## src/sv/nqb_pkg.sv

```systemverilog
package nqb_pkg;

    // Widths of the configuration register and the item fields.
    localparam int BS_W    = 5;
    localparam int FIRST_W = 4;
    localparam int SOL_W   = 24;
    localparam int FAIL_W  = 32;

    // Board size limits and reset value.
    localparam logic [BS_W-1:0] SIDE_MIN   = 5'd4;
    localparam logic [BS_W-1:0] SIDE_RESET = 5'd16;

    // Commands from the controller to the datapath.
    typedef struct packed {
        logic start;     // load a new start row and clear the counts
        logic step;      // advance the search by one node
        logic load_out;  // copy the counts into the output register
    } dp_cmd_t;

    // Status from the datapath to the controller.
    typedef struct packed {
        logic done;      // search tree exhausted
    } dp_sts_t;

endpackage

```

## src/sv/nqb_ctrl.sv

```systemverilog
module nqb_ctrl
    import nqb_pkg::*;
(
    input  logic    aclk,
    input  logic    aresetn,
    input  logic    s_tvalid,
    output logic    s_tready,
    output logic    m_tvalid,
    input  logic    m_tready,
    output dp_cmd_t cmd,
    input  dp_sts_t sts
);

    localparam logic [1:0] ST_IDLE = 2'd0;
    localparam logic [1:0] ST_RUN  = 2'd1;
    localparam logic [1:0] ST_HOLD = 2'd2;

    logic [1:0] state_reg;
    logic [1:0] state_next;
    logic       out_valid_reg;
    logic       out_valid_next;
    logic       out_free;

    // The output register can take a new result when empty or being drained.
    assign out_free = !out_valid_reg || m_tready;
    assign s_tready = (state_reg == ST_IDLE);
    assign m_tvalid = out_valid_reg;

    // Next-state and command decode.
    always_comb begin
        state_next     = state_reg;
        out_valid_next = out_valid_reg;
        cmd            = '0;
        if (out_valid_reg && m_tready) begin
            out_valid_next = 1'b0;
        end
        unique case (state_reg)
            ST_IDLE: begin
                if (s_tvalid) begin
                    cmd.start  = 1'b1;
                    state_next = ST_RUN;
                end
            end
            ST_RUN: begin
                if (sts.done) begin
                    if (out_free) begin
                        cmd.load_out   = 1'b1;
                        out_valid_next = 1'b1;
                        state_next     = ST_IDLE;
                    end else begin
                        state_next = ST_HOLD;
                    end
                end else begin
                    cmd.step = 1'b1;
                end
            end
            ST_HOLD: begin
                if (out_free) begin
                    cmd.load_out   = 1'b1;
                    out_valid_next = 1'b1;
                    state_next     = ST_IDLE;
                end
            end
            default: begin
                state_next = ST_IDLE;
            end
        endcase
    end

    // Control registers.
    always_ff @(posedge aclk) begin
        if (!aresetn) begin
            state_reg     <= ST_IDLE;
            out_valid_reg <= 1'b0;
        end else begin
            state_reg     <= state_next;
            out_valid_reg <= out_valid_next;
        end
    end

endmodule

```

## src/sv/nqb_dpath.sv

```systemverilog
module nqb_dpath
    import nqb_pkg::*;
#(
    parameter int MAX_BOARD = 16
) (
    input  logic               aclk,
    input  logic               aresetn,
    input  logic               cfg_we,
    input  logic [BS_W-1:0]    cfg_wdata,
    input  logic [FIRST_W-1:0] first_row,
    input  dp_cmd_t            cmd,
    output dp_sts_t            sts,
    output logic [SOL_W-1:0]   out_sol,
    output logic [FAIL_W-1:0]  out_fail,
    output logic               out_bad
);

    localparam int COL_W = $clog2(MAX_BOARD);
    localparam int CMP_W = COL_W + 2;

    logic [BS_W-1:0]      side_reg;

    // Current column: untried free rows and the threat masks for it.
    logic [COL_W-1:0]     col_reg;
    logic [MAX_BOARD-1:0] free_reg;
    logic [MAX_BOARD-1:0] rows_reg;
    logic [MAX_BOARD-1:0] dmain_reg;
    logic [MAX_BOARD-1:0] danti_reg;
    logic [SOL_W-1:0]     sol_reg;
    logic [FAIL_W-1:0]    fail_reg;
    logic                 bad_reg;

    // Parent frames, one per column.
    logic [MAX_BOARD-1:0] stk_free  [MAX_BOARD];
    logic [MAX_BOARD-1:0] stk_rows  [MAX_BOARD];
    logic [MAX_BOARD-1:0] stk_dmain [MAX_BOARD];
    logic [MAX_BOARD-1:0] stk_danti [MAX_BOARD];

    logic [MAX_BOARD-1:0] start_free;
    logic [MAX_BOARD-1:0] start_rows;
    logic                 start_bad;
    logic [MAX_BOARD-1:0] pick;
    logic [MAX_BOARD-1:0] free_rem;
    logic [MAX_BOARD-1:0] child_rows;
    logic [MAX_BOARD-1:0] child_dmain;
    logic [MAX_BOARD-1:0] child_danti;
    logic [MAX_BOARD-1:0] child_free;
    logic [CMP_W-1:0]     next_col;
    logic                 last_col;
    logic [COL_W-1:0]     pop_idx;

    // Start row decode: one-hot queen in column zero, rows beyond the board
    // marked as threatened.
    assign start_bad = {1'b0, first_row} >= side_reg;
    always_comb begin
        for (int i = 0; i < MAX_BOARD; i++) begin
            start_free[i] = !start_bad && (FIRST_W'(i) == first_row)
                            && (i < (1 << FIRST_W));
            start_rows[i] = (BS_W'(i) >= side_reg) || (i >= (1 << BS_W));
        end
    end

    // Take the lowest untried row and build the next column's threats.
    assign pick        = free_reg & (~free_reg + MAX_BOARD'(1));
    assign free_rem    = free_reg & ~pick;
    assign child_rows  = rows_reg | pick;
    assign child_dmain = (dmain_reg | pick) << 1;
    assign child_danti = (danti_reg | pick) >> 1;
    assign child_free  = ~(child_rows | child_dmain | child_danti);
    assign next_col    = CMP_W'(col_reg) + CMP_W'(1);
    assign last_col    = next_col >= CMP_W'(side_reg);
    assign pop_idx     = col_reg - COL_W'(1);

    assign sts.done = (free_reg == '0) && (col_reg == '0);

    // Board size register; out-of-range writes are dropped.
    always_ff @(posedge aclk) begin
        if (!aresetn) begin
            side_reg <= SIDE_RESET;
        end else if (cfg_we && cfg_wdata >= SIDE_MIN
                     && 32'(cfg_wdata) <= 32'(MAX_BOARD)) begin
            side_reg <= cfg_wdata;
        end
    end

    // Search engine: one placement try or one backtrack per cycle.
    always_ff @(posedge aclk) begin
        if (cmd.start) begin
            col_reg   <= '0;
            free_reg  <= start_free;
            rows_reg  <= start_rows;
            dmain_reg <= '0;
            danti_reg <= '0;
            sol_reg   <= '0;
            fail_reg  <= '0;
            bad_reg   <= start_bad;
        end else if (cmd.step) begin
            if (free_reg == '0) begin
                // Column exhausted: return to the parent frame.
                col_reg   <= pop_idx;
                free_reg  <= stk_free[pop_idx];
                rows_reg  <= stk_rows[pop_idx];
                dmain_reg <= stk_dmain[pop_idx];
                danti_reg <= stk_danti[pop_idx];
            end else if (last_col) begin
                free_reg <= free_rem;
                if (sol_reg != '1) begin
                    sol_reg <= sol_reg + SOL_W'(1);
                end
            end else if (child_free == '0) begin
                free_reg <= free_rem;
                if (fail_reg != '1) begin
                    fail_reg <= fail_reg + FAIL_W'(1);
                end
            end else begin
                // Descend: save this frame and move to the next column.
                stk_free[col_reg]  <= free_rem;
                stk_rows[col_reg]  <= rows_reg;
                stk_dmain[col_reg] <= dmain_reg;
                stk_danti[col_reg] <= danti_reg;
                col_reg            <= col_reg + COL_W'(1);
                free_reg           <= child_free;
                rows_reg           <= child_rows;
                dmain_reg          <= child_dmain;
                danti_reg          <= child_danti;
            end
        end
    end

    // Output register.
    always_ff @(posedge aclk) begin
        if (cmd.load_out) begin
            out_sol  <= sol_reg;
            out_fail <= fail_reg;
            out_bad  <= bad_reg;
        end
    end

endmodule

```

## src/sv/n_queens_backtrack_counter.sv

```systemverilog
// The search makes one placement try or one backtrack per step, then loads its counts
// into the output register, where the result is valid; a bad start row goes straight there.
// One item is searched at a time; the next is taken once the last result is loaded,
// so taking it is delayed while the output waits.
// Reset (aresetn, synchronous, active low) empties the output register, idles the
// controller and sets the board size to 16.
module n_queens_backtrack_counter
    import nqb_pkg::*;
#(
    parameter int MAX_BOARD = 16
) (
    input  logic            aclk,
    input  logic            aresetn,
    input  logic            cfg_we,
    input  logic [BS_W-1:0] cfg_wdata,   // board size
    input  logic            s_tvalid,
    output logic            s_tready,
    input  logic [7:0]      s_tdata,     // [3:0] first_row
    output logic            m_tvalid,
    input  logic            m_tready,
    output logic [55:0]     m_tdata,     // [23:0] solution_count, [55:24] failure_count
    output logic [0:0]      m_tuser      // [0] bad_start
);

    dp_cmd_t           cmd;
    dp_sts_t           sts;
    logic [SOL_W-1:0]  out_sol;
    logic [FAIL_W-1:0] out_fail;
    logic              out_bad;

    nqb_ctrl u_ctrl (
        .aclk     (aclk),
        .aresetn  (aresetn),
        .s_tvalid (s_tvalid),
        .s_tready (s_tready),
        .m_tvalid (m_tvalid),
        .m_tready (m_tready),
        .cmd      (cmd),
        .sts      (sts)
    );

    nqb_dpath #(
        .MAX_BOARD (MAX_BOARD)
    ) u_dpath (
        .aclk      (aclk),
        .aresetn   (aresetn),
        .cfg_we    (cfg_we),
        .cfg_wdata (cfg_wdata),
        .first_row (s_tdata[FIRST_W-1:0]),
        .cmd       (cmd),
        .sts       (sts),
        .out_sol   (out_sol),
        .out_fail  (out_fail),
        .out_bad   (out_bad)
    );

    // Result item packing.
    assign m_tdata = {out_fail, out_sol};
    assign m_tuser = out_bad;

endmodule

```

## config.mk

```make
export PLATFORM = sky130hd
export DESIGN_NAME = n_queens_backtrack_counter
export DESIGN_NICKNAME = d
export VERILOG_FILES = /design/src/sv/nqb_pkg.sv /design/src/sv/nqb_ctrl.sv /design/src/sv/nqb_dpath.sv /design/src/sv/n_queens_backtrack_counter.sv
export SDC_FILE = /design/constraint.sdc
export NUM_CORES = 1
export LEC_CHECK = 0
export BUFFER_PORTS_ARGS = -buffer_cell sky130_fd_sc_hd__buf_2
export CAP_MARGIN = 30
export CORE_MARGIN = 5
export CORE_UTILIZATION = 51
export CTS_CLUSTER_DIAMETER = 80
export DETAILED_ROUTE_END_ITERATION = 8
export PLACE_DENSITY = 0.74
export SYNTH_ARGS = -nofsm -noshare
export SYNTH_HDL_FRONTEND = slang
export SYNTH_HIERARCHICAL = 1
export SYNTH_SLANG_ARGS = --single-unit
```

## constraint.sdc

```tcl
create_clock -name aclk -period 15.55 [get_ports aclk]
set_clock_uncertainty 0.2 [all_clocks]
set_input_delay 2.3325 -clock aclk [delete_from_list [all_inputs] [get_ports aclk]]
set_output_delay 2.3325 -clock aclk [all_outputs]
set_load 0.03 [all_outputs]
```

* Word level (Yosys, flattened, before mapping)
Memory sizes are Yosys's and may differ from the RTL's. Cells that the tools add are included.
Cells by class: equality and inequality tests 26, order comparisons 20, add/subtract/negate cells 6, mux-type cells 41, reductions and logical operators 34, bitwise logic cells 12
Operators by type and width (number):
- two-way mux 16 bit | 16
- NOT 16 bit | 3
- bitwise OR 16 bit | 3
- greater-or-equal comparator 4 x 5 -> 1 bit (first input constant) | 8
- adder 32 x 1 -> 32 bit (second input constant) | 1
- AND 16 bit | 2
- == test 4 bit (first input constant) | 8
- logical NOT 16 bit | 2
- != test 32 bit (second input constant) | 1
- adder 24 x 1 -> 24 bit (second input constant) | 1
- != test 24 bit (second input constant) | 1
- greater-or-equal comparator 3 x 5 -> 1 bit (first input constant) | 4
- logical AND 1 bit | 20
- adder 16 x 1 -> 16 bit (second input constant) | 1
- == test 3 x 4 -> 1 bit (first input constant) | 4
- bitwise OR 16 x 15 -> 16 bit | 1
- two-way mux 1 bit | 15
- bitwise OR 15 bit | 1
- two-way mux 4 bit | 3
- greater-or-equal comparator 1 x 5 -> 1 bit (first input constant) | 2
- greater-or-equal comparator 2 x 5 -> 1 bit (first input constant) | 2
- AND reduction 3 bit | 3
- == test 2 x 4 -> 1 bit (first input constant) | 2
- logical NOT 4 bit | 2
- other kinds (24) | 33
Word-level totals: RAM bits 1024, bits of input ports 18, bits in registers 190, logic and storage cells 157, memories kept 4
Memory list:
- u_dpath.stk_danti | depth 16, width 16, read ports 1, clocked after memory_dff 0, write ports 1, line nqb_dpath.sv:37 | logic [MAX_BOARD-1:0] stk_danti [MAX_BOARD];
- u_dpath.stk_dmain | depth 16, width 16, read ports 1, clocked after memory_dff 0, write ports 1, line nqb_dpath.sv:36 | logic [MAX_BOARD-1:0] stk_dmain [MAX_BOARD];
- u_dpath.stk_free | depth 16, width 16, read ports 1, clocked after memory_dff 0, write ports 1, line nqb_dpath.sv:34 | logic [MAX_BOARD-1:0] stk_free [MAX_BOARD];
- u_dpath.stk_rows | depth 16, width 16, read ports 1, clocked after memory_dff 0, write ports 1, line nqb_dpath.sv:35 | logic [MAX_BOARD-1:0] stk_rows [MAX_BOARD];

* Logic depth before layout (Yosys ltp)
word-level depth 14, mapped depth 16, mapped depth without buffers 10

* By module
Netlist, hierarchy kept.
Modules (own cells, without submodules):
- nqb_dpath | times used 1, area each 45516.2 sq um, cells each 2311
- nqb_ctrl | times used 1, area each 277.8 sq um, cells each 29

* Worst setup path after synthesis
OpenSTA, ideal clock, no wires.
kind register -> register, from register u_dpath.col_reg[0], to memory u_dpath.stk_danti[0][10] (enable), buffers on the path 4, setup slack 5.268 ns, stages on the path, launching flop included 13, arrival time 9.452 ns, setup time 0.631 ns, cell sequence dfxtp_1 -> clkbuf_1 -> clkbuf_1 -> buf_1 -> clkbuf_1 -> inv_1 -> ha_1 -> ha_1 -> a21o_1 -> a21oi_1 -> o21ai_1 -> or3_1 -> nor4_1
Between the ends: word-level cells in the longest chain between the ends 7
Ends and longest elaborated chain:
- start: declaration | line nqb_dpath.sv:24 | logic [COL_W-1:0] col_reg;
- start signal: assignment | line nqb_dpath.sv:100 | col_reg <= pop_idx;
- start signal: assignment | line nqb_dpath.sv:121 | col_reg <= col_reg + COL_W'(1);
- adder 4 x 1 -> 5 bit | line nqb_dpath.sv:70 | assign next_col = CMP_W'(col_reg) + CMP_W'(1);
- named net u_dpath.next_col[0] | line nqb_dpath.sv:48 | logic [CMP_W-1:0] next_col;
- greater-or-equal comparator 6 x 5 -> 1 bit | line nqb_dpath.sv:71 | assign last_col = next_col >= CMP_W'(side_reg);
- two-way mux 1 bit | line nqb_dpath.sv:105 | end else if (last_col) begin
- two-way mux 1 bit | line nqb_dpath.sv:98 | if (free_reg == '0) begin
- two-way mux 1 bit | line nqb_dpath.sv:97 | end else if (cmd.step) begin
- two-way mux 1 bit | line nqb_dpath.sv:88 | if (cmd.start) begin
- two-way mux 1 bit (implied by the code) | line nqb_dpath.sv:120 | stk_danti[col_reg] <= danti_reg;
- end: declaration | line nqb_dpath.sv:37
The timed path passes the listed nets, and every way through them passes these cells.

* Worst setup path after layout
from register u_dpath.col_reg[0], to memory u_dpath.stk_danti[13][4] (enable)
Same word-level chain as after synthesis.

==> flow_summary.json <==
{
  "synth_top_flop_cell": "edfxtp_1",
  "drt_iter0_markers": 3212,
  "grt_pass1_wl_um": 157000,
  "gp_congestion": 0.942,
  "ys_ff_latch": 1164,
  "synth_top_area_cell": "edfxtp_1",
  "root_buffer": "clkbuf_16",
  "power_density_mw_per_mm2": 175,
  "die_area_mm2": 0.0959,
  "grt_start_max_net_pins": 182,
  "synth.avg_cell_area_um2": 19.6,
  "stdcell_count": 3743,
  "max_cap_viol_count": 0,
  "leakage_nw": 16.3,
  "grt_antenna_before_repair": 5,
  "start_kind": "flip-flop",
  "start_util_pct": 51.1,
  "nFillCells": 6277,
  "clkTransAtPathRegs_ns": 0.06,
  "cts.sink_count": 1164,
  "rsz0062_at_grt": "no",
  "place_hpwl_um": 57600,
  "hold_class": "reg -> reg",
  "largest_register_ff_count": 256,
  "via_per_inst": 6.42,
  "via_count": 24000,
  "seq_area_frac_synth_pct": 74.2,
  "hold_buffers": 0,
  "tightest_slew_ns": 1.44,
  "post_cts.repair.setup_buffers": 0,
  "ios": 77,
  "finalSetupViolations": 0,
  "port_buffers": 72,
  "syn_nets": 2379,
  "status": "completed",
  "min_period_ns": 6.42,
  "synth_warnings": 6,
  "drive_above_1_share_pct": 25.2,
  "cts_buffers": 108,
  "antenna_left": 0,
  "slew_viol_final": 0,
  "clockBufferDepth": 3,
  "wirelength_um": 106000,
  "grt.total_usage_pct": 22.0,
  "synth_cell_types": 75,
  "fin_crit_sh_pct": 41.3,
  "synth_area_leaders": "edfxtp_1 (70%), mux4_2 (15%), dfxtp_1 (4.3%), nor2_1 (1.0%), a21oi_1 (1.0%)",
  "cp_max_fo": 45,
  "core-area_mm2": 0.0896,
  "clk_latency_ns": 0.69,
  "required_ns": 15.62,
  "async_reset_ff_share_pct": 0,
  "synthCells": 2340,
  "yosysTopAreaCellShare_pct": 69.9,
  "endpoint_kind": "flip-flop",
  "drt-pass1-iter-count": 5,
  "synth_edf_count": 1066,
  "row_count": 110,
  "gr-total-overflow": 0,
  "synth_commonest_cells": "edfxtp_1 (1,066), mux4_2 (299), nor2_1 (125)",
  "post-place-cells": 3528,
  "nNetsFinal": 2507,
  "wl_per_cell_um": 28.2,
  "regMostFlops": "u_dpath/stk_rows",
  "finalHoldViolCount": 0,
  "die_h_um": 310,
  "final_cell_area_mm2": 0.0516,
  "syn_to_final_growth_pct": 12.7,
  "ir_drop_v": 0.000673,
  "slew_headroom_pct": 4.29,
  "path_class": "reg -> reg",
  "cts_tree": "yes",
  "fmaxAchievable_ghz": 0.156,
  "cts.repair.resized": 0,
  "postPlaceCellArea_mm2": 0.0479,
  "total_power_mw": 9.05,
  "drc_errors": 0,
  "fin_setup_tns_ns": 0,
  "die_x_um": 310,
  "synthesis.area_mm2": 0.0458,
  "grt_pass1_vias": 24100,
  "post-synth-top-count-cell": "edfxtp_1",
  "htree_levels": 3,
  "critical_path_arrival_ns": 6.50
}
## path summary, 6_finish.rpt
path / from / to / slack, ns / depth (start not counted)
worst min register to register: u_dpath/bad_reg$_DFFE_PP_ / u_dpath/out_bad$_DFFE_PP_ / 0.22 / 0
worst max register to register: u_dpath/col_reg[0]$_SDFFE_PP0P_ / u_dpath/stk_danti[13][4]$_DFFE_PP_ / 9.13 / 11
worst max-delay path: u_dpath/col_reg[0]$_SDFFE_PP0P_ / u_dpath/stk_danti[13][4]$_DFFE_PP_ / 9.13 / 11
worst min-delay path: u_dpath/bad_reg$_DFFE_PP_ / u_dpath/out_bad$_DFFE_PP_ / 0.22 / 0
## cells by family after synthesis
kind of cell             synth area share, %
AND/OR/NAND/NOR                         4.45
AO/OA/AOI/OAI                           3.72
multiplexers                            15.1
flip-flops                              74.2
XOR/XNOR                               0.708
adder cells (fa/ha/maj)                0.574
buffers and inverters                   1.25
## layer usage
layer	share of wire, %	track usage (%)	routed length, um
met4	2.5	6.41	2680
met1	38	30.7	40200
met5	0.026	0	27
met3	9.3	3.46	9820
met2	50	36.5	52800
## cells in the final DEF, fill, tap and decap left out, types with 11 or more instances in the layout
cell type | synthesis | routed
and3_1 | 13 | 13
buf_4 | 0 | 53
bufinv_16 | 0 | 16
nor3_1 | 29 | 27
mux2i_1 | 13 | 13
and2_1 | 12 | 11
or4_1 | 11 | 11
inv_1 | 26 | 26
nand3_1 | 32 | 32
mux4_2 | 299 | 299
nand2b_1 | 12 | 12
clkbuf_16 | 0 | 108
clkinv_1 | 0 | 13
nand2_1 | 62 | 62
o21ai_0 | 55 | 55
nand4_1 | 14 | 14
nor2_1 | 125 | 113
ha_1 | 21 | 20
xor2_1 | 25 | 25
buf_2 | 9 | 73
dfxtp_1 | 98 | 97
clkbuf_1 | 81 | 32
nor2_4 | 0 | 12
nor2b_1 | 17 | 16
a21oi_1 | 93 | 93
edfxtp_1 | 1066 | 1066
or3_1 | 27 | 27
clkinv_2 | 0 | 17
a22o_1 | 28 | 28
## where the power goes
group          internal (mW)  total, mW  switching [mW]
Sequential              3.81       4.07           0.259
Clock                   1.57       2.70            1.13
Combinational           1.04       2.29            1.24
Total                   6.42       9.05            2.63
## metrics by stage
step / util (%) / setup slack, ns / hold WS, ns
after floorplan: - / 5.27 / 0.200
after global placement: 53.3 / 8.39 / 0.210
final: 57.6 / 9.13 / 0.218
after detailed placement: 53.4 / 8.90 / 0.205
after global routing: 57.6 / 8.84 / 0.249
after CTS: 57.5 / 8.85 / 0.221
## critical path, cell delays in order, from the launching register on
cell	delay, ns
dfxtp_4	0.93
inv_1	0.28
ha_4	0.64
ha_1	0.33
a21o_1	0.16
a21oi_1	0.18
o21ai_1	0.39
nor3_1	0.82
nand3_1	0.48
nor2_4	0.67
buf_16	0.25
buf_4	0.64
## final cells by class
class                   count  area [um^2]  share of cell area [%]
inverters                  26         97.6                   0.189
clock buffers             143         2860                    5.55
well taps                1176         1470                    2.85
flip-flops and latches   1164        34000                    65.8
repair buffers            136         1000                    1.94
diodes                      4         10.0                  0.0194
multi-input cells        1032        11400                    22.1
clock inverters            62          788                    1.53
Power figures use the tool's default switching activity.
